**src/hw/rtl/request_credit_tracker_top_macros.svh**
```systemverilog
// ----------------------------------------------------------------------------
// Request credit tracker assertion macros
// Shared concurrent assertion forms, sampled on clk and disabled in reset.
// ----------------------------------------------------------------------------
`ifndef REQUEST_CREDIT_TRACKER_TOP_MACROS_SVH
`define REQUEST_CREDIT_TRACKER_TOP_MACROS_SVH

// Condition that must hold in the same cycle as its trigger.
`define RCT_ASSERT_IMPLY(name, pre, post) \
  name: assert property (@(posedge clk) disable iff (!rst_n) (pre) |-> (post)) \
    else $error("same-cycle check failed");

// Condition that must hold in the cycle after its trigger.
`define RCT_ASSERT_NEXT(name, pre, post) \
  name: assert property (@(posedge clk) disable iff (!rst_n) (pre) |=> (post)) \
    else $error("next-cycle check failed");

`endif

```
**src/hw/rtl/rct_pkg.sv**
```systemverilog
// ----------------------------------------------------------------------------
// Request credit tracker package
// Sizing constants, code types and the controller command bundle.
// ----------------------------------------------------------------------------
package rct_pkg;

  // Sizing.
  localparam int DRIVERS         = 8;
  localparam int SEND_GUARANTEED = 2;
  localparam int RECV_DEPTH      = 2;
  localparam int SPARES          = 8;
  localparam int RING            = SEND_GUARANTEED + SPARES;

  localparam int SEQ_W    = 32;
  localparam int LIMIT_W  = 8;
  localparam int SLOT_W   = (DRIVERS > 1) ? $clog2(DRIVERS) : 1;
  localparam int CNT_W    = $clog2(RING + 1);
  localparam int PTR_W    = (RING > 1) ? $clog2(RING) : 1;
  localparam int SUM_W    = CNT_W + 1;
  localparam int RCNT_W   = $clog2(RECV_DEPTH + 1);
  localparam int POOL_W   = (SPARES > 0) ? $clog2(SPARES + 1) : 1;
  localparam int RAM_DEPTH = DRIVERS * RING;
  localparam int ADDR_W   = (RAM_DEPTH > 1) ? $clog2(RAM_DEPTH) : 1;

  // Operation codes.
  typedef enum logic [2:0] {
    OP_UP    = 3'd0,
    OP_INIT  = 3'd1,
    OP_ISSUE = 3'd2,
    OP_COMPL = 3'd3,
    OP_DOWN  = 3'd4
  } op_t;

  // Request kinds.
  typedef enum logic [1:0] {
    KIND_CFG  = 2'd0,
    KIND_SEND = 2'd1,
    KIND_RECV = 2'd2
  } kind_t;

  // Result status codes.
  typedef enum logic [2:0] {
    STAT_DONE     = 3'd0,
    STAT_BUSY     = 3'd1,
    STAT_IGNORED  = 3'd2,
    STAT_REJECTED = 3'd3,
    STAT_INACTIVE = 3'd4
  } status_t;

  // Controller states.
  typedef enum logic {
    S_IDLE = 1'b0,
    S_EXEC = 1'b1
  } state_t;

  // Commands from the controller to the datapath.
  typedef struct packed {
    logic load;
    logic commit;
  } cmd_t;

  // Per-slot head sequence numbers after reset.
  function automatic logic [SEQ_W-1:0] send_head_init(input int slot);
    send_head_init = SEQ_W'(slot) << 21;
  endfunction

  function automatic logic [SEQ_W-1:0] recv_head_init(input int slot);
    recv_head_init = SEQ_W'(slot * 2 + 1) << 20;
  endfunction

endpackage

```
**src/hw/rtl/rct_ram.sv**
```systemverilog
// ----------------------------------------------------------------------------
// Generic RAM
// One write port and one read port with registered read data.
// ----------------------------------------------------------------------------
module rct_ram #(
  parameter int WIDTH = 1,
  parameter int DEPTH = 16
) (
  input  logic                             clk,
  input  logic                             we,
  input  logic [$clog2(DEPTH > 1 ? DEPTH : 2)-1:0] waddr,
  input  logic [WIDTH-1:0]                 wdata,
  input  logic                             re,
  input  logic [$clog2(DEPTH > 1 ? DEPTH : 2)-1:0] raddr,
  output logic [WIDTH-1:0]                 rdata
);

  logic [WIDTH-1:0] mem [DEPTH];
  logic [WIDTH-1:0] rdata_r;

  // Write port.
  always_ff @(posedge clk) begin
    if (we) begin
      mem[waddr] <= wdata;
    end
  end

  // Registered read port.
  always_ff @(posedge clk) begin
    if (re) begin
      rdata_r <= mem[raddr];
    end
  end

  assign rdata = rdata_r;

endmodule

```
**src/hw/rtl/rct_ctrl.sv**
```systemverilog
// ----------------------------------------------------------------------------
// Request credit tracker controller
// Two-state sequencer: capture and read in idle, execute and write back.
// ----------------------------------------------------------------------------
module rct_ctrl (
  input  logic          clk,
  input  logic          rst_n,
  input  logic          start,
  output logic          busy,
  output rct_pkg::cmd_t cmd
);

  rct_pkg::state_t state_r;
  rct_pkg::state_t state_nxt;

  // State register.
  always_ff @(posedge clk) begin
    if (!rst_n) begin
      state_r <= rct_pkg::S_IDLE;
    end else begin
      state_r <= state_nxt;
    end
  end

  // Next state.
  always_comb begin
    state_nxt = state_r;
    unique case (state_r)
      rct_pkg::S_IDLE: begin
        if (start) begin
          state_nxt = rct_pkg::S_EXEC;
        end
      end
      rct_pkg::S_EXEC: begin
        state_nxt = rct_pkg::S_IDLE;
      end
      default: begin
        state_nxt = rct_pkg::S_IDLE;
      end
    endcase
  end

  // Outputs.
  always_comb begin
    cmd  = '0;
    busy = 1'b0;
    unique case (state_r)
      rct_pkg::S_IDLE: begin
        cmd.load = start;
      end
      rct_pkg::S_EXEC: begin
        cmd.commit = 1'b1;
        busy       = 1'b1;
      end
      default: begin
        busy = 1'b0;
      end
    endcase
  end

endmodule

```
**src/hw/rtl/rct_dp.sv**
```systemverilog
// ----------------------------------------------------------------------------
// Request credit tracker datapath
// Per-slot queue state, spare pool, send kind ring and result registers.
// ----------------------------------------------------------------------------
`include "request_credit_tracker_top_macros.svh"

module rct_dp (
  input  logic                             clk,
  input  logic                             rst_n,
  input  rct_pkg::cmd_t                    cmd,
  input  logic [2:0]                       in_op,
  input  logic [2:0]                       in_driver,
  input  logic [1:0]                       in_kind,
  input  logic [31:0]                      in_seq_in,
  input  logic [7:0]                       in_send_depth,
  input  logic [7:0]                       in_recv_depth,
  input  logic                             in_info_ok,
  output logic                             out_valid,
  output logic [2:0]                       out_status,
  output logic [31:0]                      out_seq_out,
  output logic                             out_recv_room,
  output logic [3:0]                       out_spares_free
);

  // Per-slot state.
  logic                               pres_r [rct_pkg::DRIVERS];
  logic [rct_pkg::SEQ_W-1:0]          sh_r   [rct_pkg::DRIVERS];
  logic [rct_pkg::SEQ_W-1:0]          rh_r   [rct_pkg::DRIVERS];
  logic [rct_pkg::CNT_W-1:0]          sc_r   [rct_pkg::DRIVERS];
  logic [rct_pkg::LIMIT_W-1:0]        sl_r   [rct_pkg::DRIVERS];
  logic [rct_pkg::RCNT_W-1:0]         rc_r   [rct_pkg::DRIVERS];
  logic [rct_pkg::RCNT_W-1:0]         rl_r   [rct_pkg::DRIVERS];
  logic [rct_pkg::PTR_W-1:0]          rp_r   [rct_pkg::DRIVERS];
  logic [rct_pkg::POOL_W-1:0]         pool_r;

  // Captured beat and the addressed slot's state.
  logic [2:0]                         op_r;
  logic [2:0]                         slot_r;
  logic [1:0]                         kind_r;
  logic [rct_pkg::SEQ_W-1:0]          seq_r;
  logic [rct_pkg::LIMIT_W-1:0]        msend_r;
  logic [rct_pkg::LIMIT_W-1:0]        mrecv_r;
  logic                               ok_r;
  logic                               cur_pres_r;
  logic [rct_pkg::SEQ_W-1:0]          cur_sh_r;
  logic [rct_pkg::SEQ_W-1:0]          cur_rh_r;
  logic [rct_pkg::CNT_W-1:0]          cur_sc_r;
  logic [rct_pkg::LIMIT_W-1:0]        cur_sl_r;
  logic [rct_pkg::RCNT_W-1:0]         cur_rc_r;
  logic [rct_pkg::RCNT_W-1:0]         cur_rl_r;
  logic [rct_pkg::PTR_W-1:0]          cur_rp_r;

  // Result registers.
  logic                               out_valid_r;
  logic [2:0]                         out_status_r;
  logic [31:0]                        out_seq_out_r;
  logic                               out_recv_room_r;
  logic [3:0]                         out_spares_free_r;

  // Execute-cycle values.
  logic [rct_pkg::SLOT_W-1:0]         in_idx;
  logic [rct_pkg::SLOT_W-1:0]         s;
  logic                               slot_ok;
  logic                               active;
  logic                               kind_bad;
  logic                               kind_rd;
  logic [rct_pkg::ADDR_W-1:0]         raddr;
  logic [rct_pkg::ADDR_W-1:0]         waddr;
  logic                               ring_we;
  logic [rct_pkg::CNT_W-1:0]          ret;
  logic [rct_pkg::POOL_W:0]           pool_sum;
  logic [rct_pkg::POOL_W-1:0]         pool_fl;
  logic [rct_pkg::SUM_W-1:0]          rp_sum;
  logic [rct_pkg::PTR_W-1:0]          rp_fl;
  logic [rct_pkg::PTR_W-1:0]          rp_inc;
  logic [rct_pkg::SEQ_W-1:0]          sh_fl;
  logic [rct_pkg::SEQ_W-1:0]          rh_fl;
  logic                               do_flush;
  logic                               pres_nxt;
  logic [rct_pkg::SEQ_W-1:0]          sh_nxt;
  logic [rct_pkg::SEQ_W-1:0]          rh_nxt;
  logic [rct_pkg::CNT_W-1:0]          sc_nxt;
  logic [rct_pkg::LIMIT_W-1:0]        sl_nxt;
  logic [rct_pkg::RCNT_W-1:0]         rc_nxt;
  logic [rct_pkg::RCNT_W-1:0]         rl_nxt;
  logic [rct_pkg::PTR_W-1:0]          rp_nxt;
  logic [rct_pkg::POOL_W-1:0]         pool_nxt;
  rct_pkg::status_t                   status;
  logic [rct_pkg::SEQ_W-1:0]          seq_o;

  assign in_idx  = rct_pkg::SLOT_W'(in_driver);
  assign s       = rct_pkg::SLOT_W'(slot_r);
  assign slot_ok = 32'(slot_r) < rct_pkg::DRIVERS;

  // Ring read of the head kind, issued with the accepted beat.
  assign raddr = rct_pkg::ADDR_W'(32'(in_idx) * rct_pkg::RING + 32'(rp_r[in_idx]));

  rct_ram #(
    .WIDTH (1),
    .DEPTH (rct_pkg::RAM_DEPTH)
  ) u_kind_ring (
    .clk   (clk),
    .we    (ring_we),
    .waddr (waddr),
    .wdata (kind_r[0]),
    .re    (cmd.load),
    .raddr (raddr),
    .rdata (kind_rd)
  );

  // Capture the beat and the addressed slot's state.
  always_ff @(posedge clk) begin
    if (cmd.load) begin
      op_r       <= in_op;
      slot_r     <= in_driver;
      kind_r     <= in_kind;
      seq_r      <= in_seq_in;
      msend_r    <= in_send_depth;
      mrecv_r    <= in_recv_depth;
      ok_r       <= in_info_ok;
      cur_pres_r <= pres_r[in_idx];
      cur_sh_r   <= sh_r[in_idx];
      cur_rh_r   <= rh_r[in_idx];
      cur_sc_r   <= sc_r[in_idx];
      cur_sl_r   <= sl_r[in_idx];
      cur_rc_r   <= rc_r[in_idx];
      cur_rl_r   <= rl_r[in_idx];
      cur_rp_r   <= rp_r[in_idx];
    end
  end

  // Flush arithmetic: heads advance by the counts, spares above the
  // guaranteed depth go back to the pool, the read pointer skips the entries.
  always_comb begin
    ret = (32'(cur_sc_r) > rct_pkg::SEND_GUARANTEED) ?
          cur_sc_r - rct_pkg::CNT_W'(rct_pkg::SEND_GUARANTEED) : '0;
    pool_sum = {1'b0, pool_r} + (rct_pkg::POOL_W + 1)'(ret);
    pool_fl  = (pool_sum > (rct_pkg::POOL_W + 1)'(rct_pkg::SPARES)) ?
               rct_pkg::POOL_W'(rct_pkg::SPARES) : rct_pkg::POOL_W'(pool_sum);
    rp_sum   = rct_pkg::SUM_W'(cur_rp_r) + rct_pkg::SUM_W'(cur_sc_r);
    rp_fl    = (rp_sum >= rct_pkg::SUM_W'(rct_pkg::RING)) ?
               rct_pkg::PTR_W'(rp_sum - rct_pkg::SUM_W'(rct_pkg::RING)) :
               rct_pkg::PTR_W'(rp_sum);
    rp_inc   = (32'(cur_rp_r) == rct_pkg::RING - 1) ? '0 : cur_rp_r + 1'b1;
    sh_fl    = cur_sh_r + rct_pkg::SEQ_W'(cur_sc_r);
    rh_fl    = cur_rh_r + rct_pkg::SEQ_W'(cur_rc_r);
  end

  assign active   = cur_pres_r && (cur_sl_r != '0);
  assign kind_bad = (kind_r != rct_pkg::KIND_CFG) && (kind_r != rct_pkg::KIND_SEND) &&
                    (kind_r != rct_pkg::KIND_RECV);
  assign waddr    = rct_pkg::ADDR_W'(32'(s) * rct_pkg::RING + 32'(rp_fl));

  // Operation decode and next slot state.
  always_comb begin
    pres_nxt = cur_pres_r;
    sh_nxt   = cur_sh_r;
    rh_nxt   = cur_rh_r;
    sc_nxt   = cur_sc_r;
    sl_nxt   = cur_sl_r;
    rc_nxt   = cur_rc_r;
    rl_nxt   = cur_rl_r;
    rp_nxt   = cur_rp_r;
    pool_nxt = pool_r;
    status   = rct_pkg::STAT_IGNORED;
    seq_o    = '0;
    do_flush = 1'b0;
    ring_we  = 1'b0;
    if (slot_ok) begin
      unique case (op_r)
        rct_pkg::OP_UP: begin
          status = rct_pkg::STAT_DONE;
          if (cur_pres_r) begin
            do_flush = 1'b1;
            seq_o    = sh_fl;
          end else begin
            pres_nxt = 1'b1;
            sh_nxt   = cur_sh_r + 1'b1;
            rh_nxt   = cur_rh_r + 1'b1;
            sc_nxt   = '0;
            sl_nxt   = '0;
            rc_nxt   = '0;
            rl_nxt   = '0;
            seq_o    = cur_sh_r + 1'b1;
          end
        end
        rct_pkg::OP_INIT: begin
          if (!cur_pres_r) begin
            status = rct_pkg::STAT_INACTIVE;
          end else if ((cur_sl_r != '0) || (seq_r != cur_sh_r)) begin
            status = rct_pkg::STAT_IGNORED;
          end else if (!ok_r || (msend_r == '0) || (mrecv_r == '0)) begin
            do_flush = 1'b1;
            pres_nxt = 1'b0;
            status   = rct_pkg::STAT_REJECTED;
          end else begin
            sl_nxt = msend_r;
            sh_nxt = cur_sh_r + 1'b1;
            rl_nxt = (32'(mrecv_r) > rct_pkg::RECV_DEPTH) ?
                     rct_pkg::RCNT_W'(rct_pkg::RECV_DEPTH) : rct_pkg::RCNT_W'(mrecv_r);
            rh_nxt = cur_rh_r + 1'b1;
            status = rct_pkg::STAT_DONE;
          end
        end
        rct_pkg::OP_DOWN: begin
          if (!cur_pres_r) begin
            status = rct_pkg::STAT_INACTIVE;
          end else begin
            do_flush = 1'b1;
            pres_nxt = 1'b0;
            status   = rct_pkg::STAT_DONE;
          end
        end
        rct_pkg::OP_ISSUE: begin
          if (!active) begin
            status = rct_pkg::STAT_INACTIVE;
          end else if (kind_bad) begin
            status = rct_pkg::STAT_IGNORED;
          end else if (kind_r == rct_pkg::KIND_RECV) begin
            if (cur_rc_r >= cur_rl_r) begin
              status = rct_pkg::STAT_BUSY;
            end else begin
              seq_o  = cur_rh_r + rct_pkg::SEQ_W'(cur_rc_r);
              rc_nxt = cur_rc_r + 1'b1;
              status = rct_pkg::STAT_DONE;
            end
          end else if ((32'(cur_sc_r) >= 32'(cur_sl_r)) ||
                       (32'(cur_sc_r) >= rct_pkg::RING) ||
                       ((32'(cur_sc_r) >= rct_pkg::SEND_GUARANTEED) && (pool_r == '0))) begin
            status = rct_pkg::STAT_BUSY;
          end else begin
            if (32'(cur_sc_r) >= rct_pkg::SEND_GUARANTEED) begin
              pool_nxt = pool_r - 1'b1;
            end
            seq_o   = sh_fl;
            ring_we = 1'b1;
            sc_nxt  = cur_sc_r + 1'b1;
            status  = rct_pkg::STAT_DONE;
          end
        end
        rct_pkg::OP_COMPL: begin
          if (!active) begin
            status = rct_pkg::STAT_INACTIVE;
          end else if (kind_bad) begin
            status = rct_pkg::STAT_IGNORED;
          end else if (kind_r == rct_pkg::KIND_RECV) begin
            if ((cur_rc_r == '0) || (cur_rh_r != seq_r)) begin
              status = rct_pkg::STAT_IGNORED;
            end else begin
              rh_nxt = cur_rh_r + 1'b1;
              rc_nxt = cur_rc_r - 1'b1;
              status = rct_pkg::STAT_DONE;
            end
          end else if ((cur_sc_r == '0) || (cur_sh_r != seq_r) || (kind_rd != kind_r[0])) begin
            status = rct_pkg::STAT_IGNORED;
          end else begin
            if ((32'(cur_sc_r) > rct_pkg::SEND_GUARANTEED) &&
                (32'(pool_r) < rct_pkg::SPARES)) begin
              pool_nxt = pool_r + 1'b1;
            end
            rp_nxt = rp_inc;
            sh_nxt = cur_sh_r + 1'b1;
            sc_nxt = cur_sc_r - 1'b1;
            status = rct_pkg::STAT_DONE;
          end
        end
        default: begin
          status = rct_pkg::STAT_IGNORED;
        end
      endcase
      // Flush empties both queues of the slot in one step.
      if (do_flush) begin
        sh_nxt   = sh_fl;
        rh_nxt   = rh_fl;
        rp_nxt   = rp_fl;
        pool_nxt = pool_fl;
        sc_nxt   = '0;
        sl_nxt   = '0;
        rc_nxt   = '0;
        rl_nxt   = '0;
      end
    end
  end

  // Slot state write-back.
  always_ff @(posedge clk) begin
    if (!rst_n) begin
      for (int i = 0; i < rct_pkg::DRIVERS; i++) begin
        pres_r[i] <= 1'b0;
        sh_r[i]   <= rct_pkg::send_head_init(i);
        rh_r[i]   <= rct_pkg::recv_head_init(i);
        sc_r[i]   <= '0;
        sl_r[i]   <= '0;
        rc_r[i]   <= '0;
        rl_r[i]   <= '0;
        rp_r[i]   <= '0;
      end
      pool_r <= rct_pkg::POOL_W'(rct_pkg::SPARES);
    end else if (cmd.commit && slot_ok) begin
      pres_r[s] <= pres_nxt;
      sh_r[s]   <= sh_nxt;
      rh_r[s]   <= rh_nxt;
      sc_r[s]   <= sc_nxt;
      sl_r[s]   <= sl_nxt;
      rc_r[s]   <= rc_nxt;
      rl_r[s]   <= rl_nxt;
      rp_r[s]   <= rp_nxt;
      pool_r    <= pool_nxt;
    end
  end

  // Result strobe.
  always_ff @(posedge clk) begin
    if (!rst_n) begin
      out_valid_r <= 1'b0;
    end else begin
      out_valid_r <= cmd.commit;
    end
  end

  // Result payload.
  always_ff @(posedge clk) begin
    if (cmd.commit) begin
      out_status_r      <= status;
      out_seq_out_r     <= seq_o;
      out_recv_room_r   <= slot_ok && (rc_nxt < rl_nxt);
      out_spares_free_r <= 4'(pool_nxt);
    end
  end

  assign out_valid       = out_valid_r;
  assign out_status      = out_status_r;
  assign out_seq_out     = out_seq_out_r;
  assign out_recv_room   = out_recv_room_r;
  assign out_spares_free = out_spares_free_r;

  // Checks.
  `RCT_ASSERT_IMPLY(a_pool_bound, 1'b1, 32'(pool_r) <= rct_pkg::SPARES)
  `RCT_ASSERT_IMPLY(a_recv_within_limit, cmd.commit && slot_ok, rc_nxt <= rl_nxt)
  `RCT_ASSERT_NEXT(a_strobe_after_commit, cmd.commit, out_valid_r)
  `RCT_ASSERT_NEXT(a_single_strobe, out_valid_r, !out_valid_r)

endmodule

```
**src/hw/rtl/request_credit_tracker_top.sv**
```systemverilog
// ----------------------------------------------------------------------------
// Request credit tracker
// Per-driver send and receive request queues with a shared spare pool.
//
//   Channel   Handshake               Ports
//   input     start & !busy           in_op .. in_info_ok
//   result    out_valid, one cycle    out_status .. out_spares_free
//
// The accepting edge reads the slot's state and the send kind ring, the
// execute state writes the slot back, and the result beat shows in the
// following cycle, while busy is already low again.
// The send kind ring is a registered-read RAM.
// Reset is synchronous; the ring needs no clearing pass.
// The receiver cannot stall: each result beat lasts exactly one cycle.
// ----------------------------------------------------------------------------
module request_credit_tracker_top (
  input  logic        clk,
  input  logic        rst_n,
  input  logic        start,
  output logic        busy,
  input  logic [2:0]  in_op,
  input  logic [2:0]  in_driver,
  input  logic [1:0]  in_kind,
  input  logic [31:0] in_seq_in,
  input  logic [7:0]  in_send_depth,
  input  logic [7:0]  in_recv_depth,
  input  logic        in_info_ok,
  output logic        out_valid,
  output logic [2:0]  out_status,
  output logic [31:0] out_seq_out,
  output logic        out_recv_room,
  output logic [3:0]  out_spares_free
);

  rct_pkg::cmd_t cmd;

  // Sequencer.
  rct_ctrl u_ctrl (
    .clk   (clk),
    .rst_n (rst_n),
    .start (start),
    .busy  (busy),
    .cmd   (cmd)
  );

  // Queue state and result datapath.
  rct_dp u_dp (
    .clk             (clk),
    .rst_n           (rst_n),
    .cmd             (cmd),
    .in_op           (in_op),
    .in_driver       (in_driver),
    .in_kind         (in_kind),
    .in_seq_in       (in_seq_in),
    .in_send_depth   (in_send_depth),
    .in_recv_depth   (in_recv_depth),
    .in_info_ok      (in_info_ok),
    .out_valid       (out_valid),
    .out_status      (out_status),
    .out_seq_out     (out_seq_out),
    .out_recv_room   (out_recv_room),
    .out_spares_free (out_spares_free)
  );

endmodule

```
**config.mk**
```make
export PLATFORM = sky130hd
export DESIGN_NAME = request_credit_tracker_top
export DESIGN_NICKNAME = d
export VERILOG_FILES = /design/src/hw/rtl/rct_pkg.sv /design/src/hw/rtl/rct_ram.sv /design/src/hw/rtl/rct_ctrl.sv /design/src/hw/rtl/rct_dp.sv /design/src/hw/rtl/request_credit_tracker_top.sv
export VERILOG_INCLUDE_DIRS = /design/src /design/src/hw/rtl
export SDC_FILE = /design/constraint.sdc
export NUM_CORES = 2
export LEC_CHECK = 0
export BUFFER_PORTS_ARGS = -buffer_cell sky130_fd_sc_hd__buf_2
export CORE_MARGIN = 2
export CORE_UTILIZATION = 31
export CTS_BUF_LIST = sky130_fd_sc_hd__clkbuf_8
export CTS_CLUSTER_DIAMETER = 50
export CTS_CLUSTER_SIZE = 24
export DETAILED_ROUTE_END_ITERATION = 12
export MAX_ROUTING_LAYER = met4
export PLACE_DENSITY = 0.44
export SYNTH_ARGS = -nofsm -noshare
export SYNTH_HDL_FRONTEND = slang
export SYNTH_SLANG_ARGS = --single-unit
```
**constraint.sdc**
```tcl
create_clock -name clk -period 8 [get_ports clk]
set_clock_uncertainty 0.15 [all_clocks]
set_input_delay 1.2 -clock clk [delete_from_list [all_inputs] [get_ports clk]]
set_output_delay 1.2 -clock clk [all_outputs]
set_load 0.005 [all_outputs]
```
Word-level counts from Yosys, hierarchy flattened
Memory sizes are Yosys's and may differ from the RTL's. A register that Yosys moved wholly into a read port is not among the register bits. Index checks and enable logic that the tools add are counted.

Bits in latches: 0. Memory bits (writable): 760. Memories: 9. Bits of input ports: 60. Register bits: 107. Bits in read-only memories: 0.

Memory list: u_dp.rh_r (depth 8, bits a word 32, read ports 1, clocked after Yosys merged registers in 1, wr ports 8, line rct_dp.sv:28) `logic [rct_pkg::SEQ_W-1:0] rh_r [rct_pkg::DRIVERS];`; u_dp.sh_r (depth 8, bits a word 32, read ports 1, clocked after Yosys merged registers in 1, wr ports 8, line rct_dp.sv:27) `logic [rct_pkg::SEQ_W-1:0] sh_r [rct_pkg::DRIVERS];`; u_dp.u_kind_ring.mem (depth 80, bits a word 1, read ports 1, clocked after Yosys merged registers in 1, wr ports 1, line rct_ram.sv:18) `logic [WIDTH-1:0] mem [DEPTH];`; u_dp.sl_r (depth 8, bits a word 8, read ports 1, clocked after Yosys merged registers in 1, wr ports 8, line rct_dp.sv:30) `logic [rct_pkg::LIMIT_W-1:0] sl_r [rct_pkg::DRIVERS];`; u_dp.rp_r (depth 8, bits a word 4, read ports 1, clocked after Yosys merged registers in 0, wr ports 8, line rct_dp.sv:33) `logic [rct_pkg::PTR_W-1:0] rp_r [rct_pkg::DRIVERS];`; u_dp.sc_r (depth 8, bits a word 4, read ports 1, clocked after Yosys merged registers in 1, wr ports 8, line rct_dp.sv:29) `logic [rct_pkg::CNT_W-1:0] sc_r [rct_pkg::DRIVERS];`; +3 memories.

Eq/ne operators: 12. Add/sub/neg operators: 17. Bitwise logic cells: 1. Reduce and logical (&&, ||, !) cells: 31. Muxes and demuxes: 147. Multipliers: 2. Shifts and indexed selects: 0. Magnitude comparators: 10. Divide/modulo/power cells: 0.

Operators with widths (number): 32-bit two-way mux (26); 32-bit one-hot mux with 3 select lines (2); 4-bit two-way mux (33); 32-bit != test (3); 32-bit by 1-bit adder with 32-bit output, second input constant (2); 32-bit one-hot mux with 2 select lines (1); 32-bit OR reduction (2); 3-bit two-way mux (17); 8-bit two-way mux (6); 2-bit two-way mux (21); 32-bit by 2-bit adder with 32-bit output (1); 32-bit by 4-bit adder with 32-bit output (1); 1-bit two-way mux (32); 8-bit zero test (2); 8-bit one-hot mux with 2 select lines (1); 3-bit one-hot mux with 5 select lines (1); 7-bit by 4-bit adder with 7-bit output (2); 4-bit by 1-bit adder with 4-bit output, second input constant (3); 3-bit by 3-bit multiplier with 6-bit output, second input constant (2); 4-bit one-hot mux with 3 select lines (1); 4-bit by 4-bit adder with 5-bit output (2); 4-bit by 8-bit greater-or-equal comparator with 1-bit output (1); 8-bit by 2-bit > comparator with 1-bit output, second input constant (1); 4-bit zero test (2); other kinds (38) (55).

Depth between registers and ports, before layout
Depth after elaboration: 10. Mapped depth: 17. Mapped depth without buffers: 16.

Cells and area by module
From an unflattened synthesis, not the netlist that was laid out.

Cells, all modules: 3454. Area, all modules: 45816.4 um^2.

By module, submodules not included: rct_dp (times used 1, cells an instance 3185, area each 42087.9 um^2, sequential area each 25904.8 um^2); rct_ram (times used 1, cells an instance 264, area each 3678.5 um^2, sequential area each 2432.3 um^2); rct_ctrl (times used 1, cells an instance 5, area each 50.0 um^2, sequential area each 20.0 um^2).

Worst setup path before layout
Ideal clock, no wire load.

Kind: in2reg. From: in start. To: reg u_dp.cur_pres_r (read register of u_dp.pres_r) (enable). Arrival time: 7.408 ns. Stages on the path: 1. Path buffers: 0. Slack: -0.220 ns. Setup time: 0.662 ns. Path through: nor2b_1.

Cells in the longest elaborated chain, start to end: 1.

RTL lines: start, declared (line request_credit_tracker_top.sv:19) `input logic start,`; 1-bit two-way mux (line rct_ctrl.sv:47) `unique case (state_r)`; end, declared (line rct_dp.sv:44) `logic cur_pres_r;`.

No other way between the ends. A chain may end at the register's enable or synchronous reset.

Final worst setup path
From: reg u_dp.cur_sc_r[0] in the netlist's numbering (read register of u_dp.sc_r). To: mem u_dp.u_kind_ring.mem[77] (enable).

Cells in the longest elaborated chain, start to end: 10. Elaborated cells between the ends (all ways): 18.

RTL lines: start, declared (line rct_dp.sv:47) `logic [rct_pkg::CNT_W-1:0] cur_sc_r;`; branches (longest 10 deep; another with 7-bit by 4-bit adder with 7-bit output); end, declared (line rct_ram.sv:18).

Several ways; the timed one is not identified.

==> results.md <==
- Status: finished clean
- Mapped Area: 46800 µm²
- Max cap viols: 0
- Critical path class: reg -> reg
- Worst relative slew slack: 0.1457
- Pin count of the biggest net entering global routing: 84
- Synth Area in XOR/XNOR: 0.03596
- Register area share after synthesis: 0.6059
- CTS buffer count: 113
- Layout cells sized above 1: 0.2059
- Gr usage total: 0.2145
- CTS tree: yes
- Final Non-Filler Cells: 5762
- # IOs: 102
- Core area: 150000 µm²
- First-pass DRT Iterations: 7
- Setup TNS Final: 0 ns
- Routed WL: 161.9 mm
- Tmin final: 5.329 ns
- Max clock buf depth: 3
- Slowest stage delay, CP: 0.82 ns
- GP Congestion: 1.006
- Mux share of post-synthesis cell area: 0.1175
- Vias per cell: 5.389
- Main combinational cell family by area after synthesis: simple AND/OR/NAND/NOR gates
- Port bufs: 101
- CP endpoint kind: register
- Post-DP HPWL: 102.4 mm
- DR DRC count: 0
- Gr ovfl total: 0
- Die Ht: 392.6 µm
- Worst min path class: reg -> reg
- Worst path slowest cell: or4_1
- Setup bufs post-CTS: 0
- FP Rows: 142
- Overall power: 11.49 mW
- CP Buf/Inv Count: 1
- Synthesized flop and latch total: 949
- Cell count after placement: 5541
- Final Max Slew Viols: 0
- Initial Util: 0.3121
- Compound-cell area share of the yosys netlist: 0.07202
- Fill cells: 14.78k
- Synth Area in Adders: 0.01513
- Wire per inst: 28.10 µm
- CTS Root Cell: clkbuf_8
- Async S/R FF share, synth: 0
- Number of synthesized flops with an enable pin: 935
- Crit path top cell by count: ha_1
- Worst path cell trace: ha_1 > fa_1 > xnor2_1 > ha_1 > nand2_1 > a21boi_0 > xnor2_1 > ha_1 > inv_1 > fa_1 > nor3b_1 > mux2i_1 > and3_1 > or4_1 > nor3_1
- Vias in the first global route: 30.86k
- DR vias: 31.05k
- Met3 WL: 9.221 mm
- First-pass GRT wire length: 230.8 mm
- Avg Cell Area, Syn: 12.98 µm²
- Layout Nets: 3753
- Met1 WL: 72.98 mm
- CTS clk-pin slew, worst paths: 0.08 ns
- Power Density: 219.6 nW/µm²
- Upper clock frequency limit: 187.6 MHz
- Htree depth: 3
- Met2 wire length: 75.05 mm
- Main synth FF type: edfxtp_1
- RSZ-0062 raised after global routing: no
- Synth cell types: 99
- Post-DRT Antenna Nets: 0
- Critical Path Start Type: register
- Critical path's top delay family: simple AND/OR/NAND/NOR gates
- Overall die area: 154100 µm²
- Tcrit/Tclk final: 0.6662
- Leakage: 17.52 nW
- Iter 0 DRT Violations: 3051
- Clock latency at the later pin of the worst-skew pair: 0.89 ns
- Critical Path AT: 5.75 ns
- Simple-gate share of the synthesized area: 0.1277
- Hold Buf Count CTS: 0
- Critical Path RT: 8.42 ns
- Clock sink count: 949
- Synth warn: 0
- P&R area growth vs syn: 11.83%
- Cells after synthesis: 3607
- Top Layer Used: met4
- Die X: 392.6 µm
- Worst vdd ir: 131.4 µV
- Syn_nets: 3720
- Initial antenna violation count: 6
- Critical Path Fanout Max: 16
- Gates resized, CTS repair: 0
- Setup Viol. Count Final: 0
- Hold Fails Final Rpt: 0
- Worst Tran Pin Value: 1.271 ns
-- cell type report --
type,instances,area [µm²],area share
diodes,7,17.52,0.0003347
clock buffers,113,1555,0.02971
clock inverters,101,1220,0.02331
inverters,32,120.1,0.002295
multi-input cells,2372,17430,0.3331
flip-flops and latches,949,28360,0.5418
well taps,2016,2522,0.04819
repair buffers,172,1114,0.02128
-- sequential cells by signal, summed over array words and instances, names as in the netlist, 16 cells and up --
name and count:
u_dp.cur_rh_r 32, u_dp.cur_sh_r 32, u_dp.out_seq_out 32, u_dp.rc_r 16, u_dp.rh_r 256, u_dp.rl_r 16
u_dp.rp_r 32, u_dp.sc_r 32, u_dp.seq_r 32, u_dp.sh_r 256, u_dp.sl_r 64, u_dp.u_kind_ring.mem 80
-- placed cells by master, fill, tap and decap left out, types with 13 or more instances in the layout --
| cell type | instances |
|---|---|
| edfxtp_1 | 935 |
| nor2_1 | 746 |
| mux4_2 | 183 |
| nand2_1 | 176 |
| a21oi_1 | 134 |
| clkbuf_8 | 114 |
| xor2_1 | 108 |
| buf_2 | 98 |
| mux2_2 | 94 |
| o21ai_0 | 82 |
| nor3_1 | 75 |
| xnor2_1 | 73 |
| nand3_1 | 72 |
| buf_4 | 67 |
| ha_1 | 47 |
| nand4_1 | 41 |
| nor4_1 | 38 |
| o22ai_1 | 36 |
| inv_1 | 33 |
| a21o_1 | 31 |
| mux2i_1 | 27 |
| or3_1 | 23 |
| nand2b_1 | 22 |
| a31oi_1 | 20 |
| and3_1 | 19 |
| nor2b_1 | 18 |
| o21ai_1 | 16 |
| clkinvlp_4 | 16 |
| and2_1 | 15 |
| nand2_4 | 14 |
| bufinv_16 | 14 |
| a22o_1 | 13 |
| clkinv_4 | 13 |
| inv_6 | 13 |
| inv_8 | 13 |
| dfxtp_1 | 13 |
-- cell usage after synthesis (10+ instances only) --
cell type / n / area, µm²
o22ai_1: 37 / 231.5
xnor2_1: 73 / 639.4
mux2_2: 94 / 1059
a31oi_1: 21 / 131.4
nand2b_1: 22 / 137.6
mux2i_1: 27 / 270.3
inv_1: 30 / 112.6
nand3_1: 74 / 370.4
mux4_2: 183 / 4121
and3_1: 19 / 118.9
buf_2: 56 / 280.3
nor4_1: 39 / 244.0
nor3b_1: 10 / 75.07
xor2_1: 108 / 945.9
nand4_1: 41 / 256.5
ha_1: 47 / 588.1
nor2b_1: 19 / 118.9
edfxtp_1: 935 / 28080
a21oi_2: 12 / 105.1
o21ai_0: 82 / 410.4
nor2_1: 747 / 2804
or3_1: 23 / 143.9
buf_1: 25 / 93.84
o21ai_1: 16 / 80.08
and2_1: 15 / 93.84
clkbuf_1: 163 / 611.8
a22o_1: 13 / 113.9
or4_1: 12 / 90.09
a21oi_1: 134 / 670.6
nor3_1: 76 / 380.4
dfxtp_1: 14 / 280.3
nand2_1: 190 / 713.2
a21o_1: 31 / 232.7
-- through the flow --
| stage | instance area, µm² | hold slack (ns) | setup WS [ns] | util |
|---|---|---|---|---|
| floorplan | 46800 | 0.2977 | 1.812 | - |
| global placement | 49550 | 0.3126 | 2.547 | 0.3304 |
| detailed placement | 49550 | 0.3213 | 2.518 | 0.3304 |
| CTS | 52320 | 0.2361 | 2.672 | 0.3489 |
| global route | 52340 | 0.2760 | 2.163 | 0.3490 |
| finish | 52340 | 0.3405 | 2.671 | 0.3490 |
-- routing by layer --
| layer | vias up | track usage |
|---|---|---|
| met5 | - | - |
| met3 | 234 | 0.02996 |
| met1 | 16110 | 0.2954 |
| li1 | 13640 | - |
| met4 | 0 | 0.06088 |
| met2 | 1070 | 0.3307 |
-- power by group --
group	total [mW]	internal (mW)	switching, mW
clock	4.14	1.93	2.21
sequential	5.86	5.67	0.188
combinational	1.50	0.507	0.991
total	11.5	8.10	3.39
-- kinds of logic after synthesis --
group           after synthesis
simple gates               1338
flops                       949
compound gates              487
mux                         307
buf+inv                     286
xor+xnor                    187
fa+ha+maj                    53
-- worst reg2reg max path: cells and delay by family, from the launching register on --
kind,cells,cell delay [ns]
simple gates,5,1.70
fa+ha+maj,5,1.64
flops,1,0.55
xor+xnor,2,0.49
compound gates,1,0.31
mux,1,0.15
buf+inv,1,0.07
-- path summary, 6_finish.rpt --
| path | from | end | slack (ns) | cells past startpoint |
|---|---|---|---|---|
| setup / recovery | u_dp.cur_sc_r[0] | u_dp.u_kind_ring.mem[77] | 2.67 | 15 |
| hold / removal | u_dp.pres_r[4] | u_dp.pres_r[4] | 0.34 | 2 |
| setup reg to reg | u_dp.cur_sc_r[0] | u_dp.u_kind_ring.mem[77] | 2.67 | 15 |
| hold reg to reg | u_dp.pres_r[4] | u_dp.pres_r[4] | 0.34 | 2 |
Power figures use the tool's default switching activity.
